### config.mk
export PLATFORM = sky130hd
export DESIGN_NAME = lphm_ctrl
export DESIGN_NICKNAME = d
export VERILOG_FILES = /design/src/design/lphm_pkg.sv /design/src/design/lphm_ctrl.sv
export SDC_FILE = /design/constraint.sdc
export NUM_CORES = 1
export LEC_CHECK = 0
export ABC_AREA = 0
export BUFFER_PORTS_ARGS = -buffer_cell sky130_fd_sc_hd__buf_4
export CAP_MARGIN = 20
export CORE_MARGIN = 2
export CORE_UTILIZATION = 28
export DETAILED_ROUTE_END_ITERATION = 8
export MAX_ROUTING_LAYER = met4
export PLACE_DENSITY = 0.59
export SETUP_SLACK_MARGIN = 0.1
export SLEW_MARGIN = 25
export SYNTH_ARGS = -nofsm -noshare
export SYNTH_HDL_FRONTEND = slang
export SYNTH_SLANG_ARGS = --single-unit
export TNS_END_PERCENT = 50
### constraint.sdc
create_clock -name clk -period 1.7 [get_ports clk]
set_input_delay 0.17 -clock clk [delete_from_list [all_inputs] [get_ports clk]]
set_output_delay 0.17 -clock clk [all_outputs]
set_load 0.005 [all_outputs]
### src/design/lphm_pkg.sv
// ----------------------------------------------------------------------------
// lphm_pkg
// Shared types, codes and sizes for the linear-probe hash map: the request and
// response payloads, the command and status bundles between controller and
// datapath, and the hash constants.
// ----------------------------------------------------------------------------
package lphm_pkg;

	// Table geometry. The slot count is a power of two, so the home slot is the
	// low bits of the mixed hash.
	localparam int SLOT_COUNT = 2048;
	localparam int SLOT_W     = $clog2(SLOT_COUNT);

	// Multiplier of the xor-shift hash.
	localparam logic [31:0] HASH_MUL = 32'h9E37_79B1;

	// Request kinds.
	localparam logic [1:0] KIND_INSERT = 2'd0;
	localparam logic [1:0] KIND_LOOKUP = 2'd1;
	localparam logic [1:0] KIND_DELETE = 2'd2;
	localparam logic [1:0] KIND_CLEAR  = 2'd3;

	// Response status codes.
	localparam logic [1:0] ST_DONE     = 2'd0;
	localparam logic [1:0] ST_RESERVED = 2'd1;
	localparam logic [1:0] ST_FULL     = 2'd2;
	localparam logic [1:0] ST_ABSENT   = 2'd3;

	// Slot key codes with special meaning.
	localparam logic [31:0] KEY_EMPTY = 32'd0;
	localparam logic [31:0] KEY_TOMB  = 32'd1;

	typedef struct packed {
		logic [1:0]  kind;
		logic [31:0] key;
		logic [63:0] value;
	} req_t;

	typedef struct packed {
		logic        hit;
		logic [63:0] found_value;
		logic [1:0]  status;
	} rsp_t;

	// Source of the word written into the key store.
	typedef enum logic [1:0] {
		WK_KEY   = 2'b01,
		WK_TOMB  = 2'b10,
		WK_EMPTY = 2'b11
	} wkey_t;

	// Controller to datapath commands.
	typedef struct packed {
		logic       load;        // capture the request
		logic       sweep_init;  // point the slot pointer at slot 0 for a clear
		logic       probe_init;  // read the home slot and restart the probe
		logic       adv;         // move to the next slot
		logic       note_free;   // remember the current slot as insert target
		logic       key_we;
		wkey_t      key_src;
		logic       val_we;
		logic       fin;         // register the response
		logic       hit;
		logic [1:0] status;
	} cmd_t;

	// Datapath to controller status.
	typedef struct packed {
		logic [1:0] kind;
		logic       reserved;
		logic       match;
		logic       empty;
		logic       tomb;
		logic       last;       // this is the final slot of a full circuit
		logic       free_seen;  // a tombstone was passed earlier in the chain
		logic       sweep_end;  // the slot pointer is at the last slot
	} stat_t;

endpackage

### src/design/lphm_ctrl.sv
// ----------------------------------------------------------------------------
// lphm_ctrl
// Controller of the hash map: takes a transaction, sequences hashing, the
// probe walk and the clearing sweep, and decides each store write and the
// response.
// ----------------------------------------------------------------------------
module lphm_ctrl
	import lphm_pkg::*;
(
	input  logic  clk,
	input  logic  arst_n,
	input  logic  start,
	input  stat_t st,
	output logic  busy,
	output cmd_t  cmd
);

	typedef enum logic [4:0] {
		S_IDLE  = 5'b00001,
		S_HASH  = 5'b00010,
		S_HOME  = 5'b00100,
		S_CMP   = 5'b01000,
		S_SWEEP = 5'b10000
	} state_t;

	state_t state_q;
	state_t state_d;
	logic   init_q;
	logic   init_d;

	assign busy = (state_q != S_IDLE);

	// Next state and commands.
	always_comb begin
		state_d = state_q;
		init_d  = init_q;
		cmd     = '0;
		cmd.key_src = WK_KEY;
		cmd.status  = ST_DONE;
		unique case (state_q)
			S_IDLE: begin
				if (start) begin
					cmd.load = 1'b1;
					state_d  = S_HASH;
				end
			end
			S_HASH: begin
				if (st.kind == KIND_CLEAR) begin
					cmd.sweep_init = 1'b1;
					state_d        = S_SWEEP;
				end else if (st.reserved) begin
					cmd.fin    = 1'b1;
					cmd.status = ST_RESERVED;
					state_d    = S_IDLE;
				end else begin
					state_d = S_HOME;
				end
			end
			S_HOME: begin
				cmd.probe_init = 1'b1;
				state_d        = S_CMP;
			end
			S_CMP: begin
				case (st.kind)
					KIND_INSERT: begin
						if (st.match || st.empty) begin
							cmd.key_we = 1'b1;
							cmd.val_we = 1'b1;
							cmd.fin    = 1'b1;
							state_d    = S_IDLE;
						end else begin
							cmd.note_free = st.tomb && !st.free_seen;
							if (st.last) begin
								cmd.fin = 1'b1;
								state_d = S_IDLE;
								if (st.tomb || st.free_seen) begin
									cmd.key_we = 1'b1;
									cmd.val_we = 1'b1;
								end else begin
									cmd.status = ST_FULL;
								end
							end else begin
								cmd.adv = 1'b1;
							end
						end
					end
					KIND_LOOKUP: begin
						if (st.match) begin
							cmd.fin = 1'b1;
							cmd.hit = 1'b1;
							state_d = S_IDLE;
						end else if (st.empty || st.last) begin
							cmd.fin    = 1'b1;
							cmd.status = ST_ABSENT;
							state_d    = S_IDLE;
						end else begin
							cmd.adv = 1'b1;
						end
					end
					KIND_DELETE: begin
						if (st.match) begin
							cmd.key_we  = 1'b1;
							cmd.key_src = WK_TOMB;
							cmd.fin     = 1'b1;
							state_d     = S_IDLE;
						end else if (st.empty || st.last) begin
							cmd.fin    = 1'b1;
							cmd.status = ST_ABSENT;
							state_d    = S_IDLE;
						end else begin
							cmd.adv = 1'b1;
						end
					end
					default: begin
						state_d = S_IDLE;
					end
				endcase
			end
			S_SWEEP: begin
				cmd.key_we  = 1'b1;
				cmd.key_src = WK_EMPTY;
				cmd.adv     = 1'b1;
				if (st.sweep_end) begin
					cmd.fin = !init_q;
					init_d  = 1'b0;
					state_d = S_IDLE;
				end
			end
			default: begin
				state_d = S_IDLE;
			end
		endcase
	end

	// State register; reset starts with a sweep that empties the key store.
	always_ff @(posedge clk or negedge arst_n) begin
		if (!arst_n) begin
			state_q <= S_SWEEP;
			init_q  <= 1'b1;
		end else begin
			state_q <= state_d;
			init_q  <= init_d;
		end
	end

	// A transaction is only taken while idle.
	a_load_idle: assert property (@(posedge clk) disable iff (!arst_n)
		cmd.load |-> (state_q == S_IDLE))
		else $error("transaction taken while busy");

	// Every response returns the controller to idle.
	a_fin_idle: assert property (@(posedge clk) disable iff (!arst_n)
		cmd.fin |=> (state_q == S_IDLE))
		else $error("response without return to idle");

	// A value is only written together with its key.
	a_val_key: assert property (@(posedge clk) disable iff (!arst_n)
		cmd.val_we |-> (cmd.key_we && cmd.key_src == WK_KEY))
		else $error("value written without key");

	// The reset sweep never produces a response.
	a_init_quiet: assert property (@(posedge clk) disable iff (!arst_n)
		init_q |-> !cmd.fin)
		else $error("response during reset sweep");

endmodule

# ---- Word-level counts from Yosys, hierarchy flattened
# Cells that the tools add are included.
dict set report word_totals {
  word_cells 78
  input_bits 12
  output_inout_bits 14
  register_bits 6
}
dict set report op_classes {
  mux 53
  n_reduce_logical 10
  n_eq_ne 13
}
# op n
set op_table {}
lappend op_table {{two-way mux 5 bit} 7}
lappend op_table {{two-way mux 1 bit} 25}
lappend op_table {{case mux 5 bit (5 select lines)} 1}
lappend op_table {{two-way mux 2 bit} 9}
lappend op_table {{case mux 5 bit (2 select lines)} 1}
lappend op_table {{!= test 4 bit (second input constant)} 2}
lappend op_table {{case mux 1 bit (2 select lines)} 4}
lappend op_table {{case mux 2 bit (2 select lines)} 2}
lappend op_table {{two-way mux 3 bit} 2}
lappend op_table {{case mux 3 bit (2 select lines)} 1}
lappend op_table {{equality test 5 x 1 -> 1 bit (second input constant)} 1}
lappend op_table {{equality test 5 x 2 -> 1 bit (second input constant)} 1}
lappend op_table {{equality test 5 x 3 -> 1 bit (second input constant)} 1}
lappend op_table {{equality test 5 x 4 -> 1 bit (second input constant)} 1}
lappend op_table {{equality test 5 bit (second input constant)} 1}
lappend op_table {{!= test 5 x 1 -> 1 bit (second input constant)} 1}
lappend op_table {{equality test 2 bit (second input constant)} 2}
lappend op_table {{!= test 2 bit (second input constant)} 2}
lappend op_table {{AND reduction 4 bit} 1}
lappend op_table {{logical OR 1 bit} 3}
lappend op_table {{case mux 1 bit (3 select lines)} 1}
lappend op_table {{equality test 2 x 1 -> 1 bit (second input constant)} 1}
lappend op_table {{zero test 1 bit} 2}
lappend op_table {{zero test 2 bit} 1}
lappend op_table {{other kinds (3)} 3}

# ---- Depth between registers and ports, before layout
dict set report logic_depth {
  depth_word 6
  mapped_depth 5
  mapped_depth_nobuf 5
}

# ---- Least setup slack after synthesis
# No wires, ideal clock.
dict set report synth_timing {
  path_kind {in2reg}
  from {input port st[7] in the netlist's numbering}
  to {register state_q[3]}
  slack_ps 257
  required_ps 1589
  t_arrival_ps 1332
  path_buffers 0
  stages 5
  setup_time_ps 111
  cell_sequence {inv_1 ha_1 o21ai_1 or3b_1 a2111oi_2}
}
dict set report synth_between {
  elab_chain_cells 4
}
# item line_no
set synth_lines {}
lappend synth_lines {{start, declared} lphm_ctrl.sv:13} ;# input stat_t st,
lappend synth_lines {{equality test 2 bit / equality test 2 x 1 -> 1 bit (equally long branches)} lphm_ctrl.sv:64} ;# case (st.kind)
lappend synth_lines {{OR reduction 2 bit (no source line)} -}
lappend synth_lines {{case mux 5 bit (2 select lines) / != test 4 bit (equally long branches)} -}
lappend synth_lines {{case mux 5 bit (5 select lines) / AND reduction 4 bit (equally long branches)} -}
lappend synth_lines {{end signal, assigned} lphm_ctrl.sv:141} ;# state_q <= state_d;
lappend synth_lines {{end, declared} lphm_ctrl.sv:26} ;# state_t state_q;
# Parallel ways exist; a longest one is shown, timed or not.
# A chain may end at the register's enable or synchronous reset.

==> metrics.md <==
| Metric | Value |
|---|---|
| Status | `finished, final reports clean` |
| Crit path max-delay cell type | `dfstp_2` |
| RePlAce Congestion | `0.8200` |
| Tcrit/Tclk final | `98.99%` |
| Synthesized flop and latch total | `6` |
| CP dominant cell by count | `buf_4` |
| Cell Chain, Critical Path | `nor2_4 > buf_4 > nand3_1 > nor4_2 > buf_4` |
| Gr usage total | `17.14%` |
| Post-Syn Area | `551.8 µm²` |
| Data required time of the worst path | `1530 ps` |
| Clk slew on worst S/H paths | `50 ps` |
| Ys Warns | `0` |
| Post-synth top area cell | `dfrtp_1` |
| Hpwl dp | `1259 µm` |
| Post-route cell area | `915.9 µm²` |
| Routed WL | `1803 µm` |
| Post-Place Cell Area | `780.7 µm²` |
| Layout cell share with drive strength beyond 1 | `46.30%` |
| Setup Crit Path Kind | `flip-flop to output pin` |
| Die width | `48.39 µm` |
| Via count | `662` |
| ANT cells | `0` |
| Max Clock Skew | `2.805 ps` |
| R2R depth | `6` |
| Leakage power | `0.4116 nW` |
| Initial antenna violation count | `0` |
| Initial DRC count | `10` |
| Pre-CTS WS | `5.880 ps` |
| Placed cells | `125` |
| Pin count of the biggest net entering global routing | `10` |
| Max Cap Viol | `0` |
| Post-synth top area share | `18.14%` |
| Final hold violation count | `0` |
| Arrival @ worst endpoint | `1510 ps` |
| Root buffer cell | `clkbuf_4` |
| CTS buffer count | `3` |
| Area Overhead vs Synth | `65.99%` |
| Synth area leaders | `dfrtp_1 18%, nor2_1 10%, dfstp_2 9.5%` |
| Fillcell total | `190` |
| Die ar. | `2342 µm²` |
| Number of I/O port buffers | `25` |
| Max VDD drop | `0.2927 mV` |
| Clk_lat worst skew | `250 ps` |
| Final setup violation count | `0` |
| # nets final | `125` |
| First-pass GRT wire length | `2987 µm` |
| R2R setup slack | `120 ps` |
| Pwr/cell area | `894.7 nW/µm²` |
| Slowest Stage Delay on Critical Path | `410 ps` |
| Synth Net Count | `89` |
| Least-Margin Pin Slew | `297.6 ps` |
| Antenna-violating nets left | `0` |
| Core area | `1902 µm²` |
| Crit. End Element | `output pin` |
| Crit path time final | `1683 ps` |
| Count leader, synth | `nor2_1` |
| CTS Sinks | `6` |
| Mean Syn Cell Area | `7.559 µm²` |
| Commonest cells post-synth | `15 x nor2_1, 6 x nand2_1, 5 x nand3_1` |
| Vias in the first global route | `657` |
| Top Ports | `26` |
| Crit start category | `flip-flop` |
| CTS H-tree depth | `1` |
| RSZ-0062 raised after global routing | `true` |
| Std cell rows | `16` |
| Hold crit path type | `input pin to flip-flop` |
| Ys flop type | `dfrtp_1` |
| CTS tree | `yes` |
| Gr ovfl total | `0` |
| Drt wl/cell | `13.36 µm` |
| Synth Instances | `73` |
| EDFF count, synth | `0` |
| Post-Layout Cell Count | `135` |
| Asr flop ratio synth | `100.0%` |
| DR pass1 iterations | `4` |
| Residual DRC count | `0` |
| Vias per Instance | `4.904` |
| Die Ht | `48.39 µm` |
| Final setup margin | `17.16 ps` |
| Worst slew margin | `80.12%` |
| Crit path max fanout | `7` |
| Slew Limit Fails | `0` |
| Hold Path Depth | `2` |
| Yosys cell types | `33` |
| Setup_tns | `0 ps` |
| Seq/Total Area, Yosys | `27.66%` |
| Initial core utilization | `29.01%` |
| Clock buffer depth | `2` |
| Maximum clock frequency | `594.2 MHz` |
-- power breakdown --
| group | total (W) | internal, W | switching [W] | leakage (nW) |
|---|---|---|---|---|
| sequential | 0.000229 | 0.000174 | 0.0000552 | 0.0700 |
| combinational | 0.000442 | 0.000242 | 0.000201 | 0.327 |
| clock | 0.000148 | 0.0000894 | 0.0000588 | 0.0150 |
| total | 0.000819 | 0.000505 | 0.000315 | 0.412 |
-- placed cells by master, fill, tap and decap left out, drive strengths merged --
master and count:
clkbuf 4, nor3 3, and4b 1, buf 33, o31ai 1, o21a 1
and2 1, nor2b 1, nand3 5, nor4 2, nand2 6, o221ai 1
or3b 1, ha 4, a21boi 1, o21ai 4, dfrtp 4, dfstp 2
nand4b 1, dlygate4sd3 1, nand4 1, inv 3, o21bai 2, or2 1
nand2b 2, a2111oi 1, a21oi 1, and3 1, nand3b 1, o22ai 2
xnor2 1, nor2 15
-- through the flow --
| step | hold slack [ps] | utilization, % | total power [W] |
|---|---|---|---|
| 2_1_floorplan | -125.6 | - | 0.0003851 |
| 3_3_place_gp | -17.34 | 41.05 | 0.0005341 |
| 3_5_place_dp | -17.76 | 41.05 | 0.0005365 |
| 4_1_cts | 78.09 | 47.11 | 0.0007819 |
| 5_1_grt | 81.61 | 48.16 | 0.0008856 |
| 6_report | 86.66 | 48.16 | 0.0008195 |
-- worst max-delay path: cells and delay by family, from the launching register on --
family / cells / cell delay [ps]
DFF: 1 / 410
and+or+nand+nor: 3 / 540
buffers and inverters: 2 / 300
-- logic make-up after synthesis --
logic type	share of synthesized area, %
xor+xnor	1.588
compound gates	17.91
buf+inv	4.763
flops	27.67
simple gates	39.00
fa+ha+maj	9.071
-- flip-flops by register name (all words and copies together), names as in the netlist --
| name | count |
|---|---|
| init_q | 1 |
| state_q | 5 |
-- per-layer routing --
layer	up-vias	global-route usage (%)	wire length [µm]
met4	0	8.571	6
met1	299	18.60	727
met3	2	2.469	127
met5	-	-	0
met2	35	30.56	941
li1	326	-	-
-- area by class of cell --
| cell class | instances | area, µm² | share of cell area [%] |
|---|---|---|---|
| well taps | 27 | 33.78 | 3.689 |
| inverters | 3 | 11.26 | 1.230 |
| flip-flops and latches | 6 | 155.1 | 16.94 |
| multi-input cells | 61 | 431.7 | 47.13 |
| clock buffers | 4 | 26.28 | 2.869 |
| repair buffers | 34 | 257.7 | 28.14 |
-- timing repair --
item / in CTS / in global routing
endpoints found under the setup margin: 11 / 9
buffers inserted: 3 / 2
pin swaps: 4 / 0
gates resized for setup: 13 / 1
hold buffers: 1 / 0
endpoints found under the hold margin: 6 / 0
-- worst paths after layout --
kind | from | endpoint
max in group asynchronous | arst_n | init_q
worst min register to register | init_q | init_q
worst max-delay path | state_q[4] | cmd[1]
worst max register to register | state_q[2] | state_q[0]
worst min-delay path | st[6] | state_q[2]
min in group asynchronous | arst_n | state_q[3]
(Power assumes the default switching activity.)
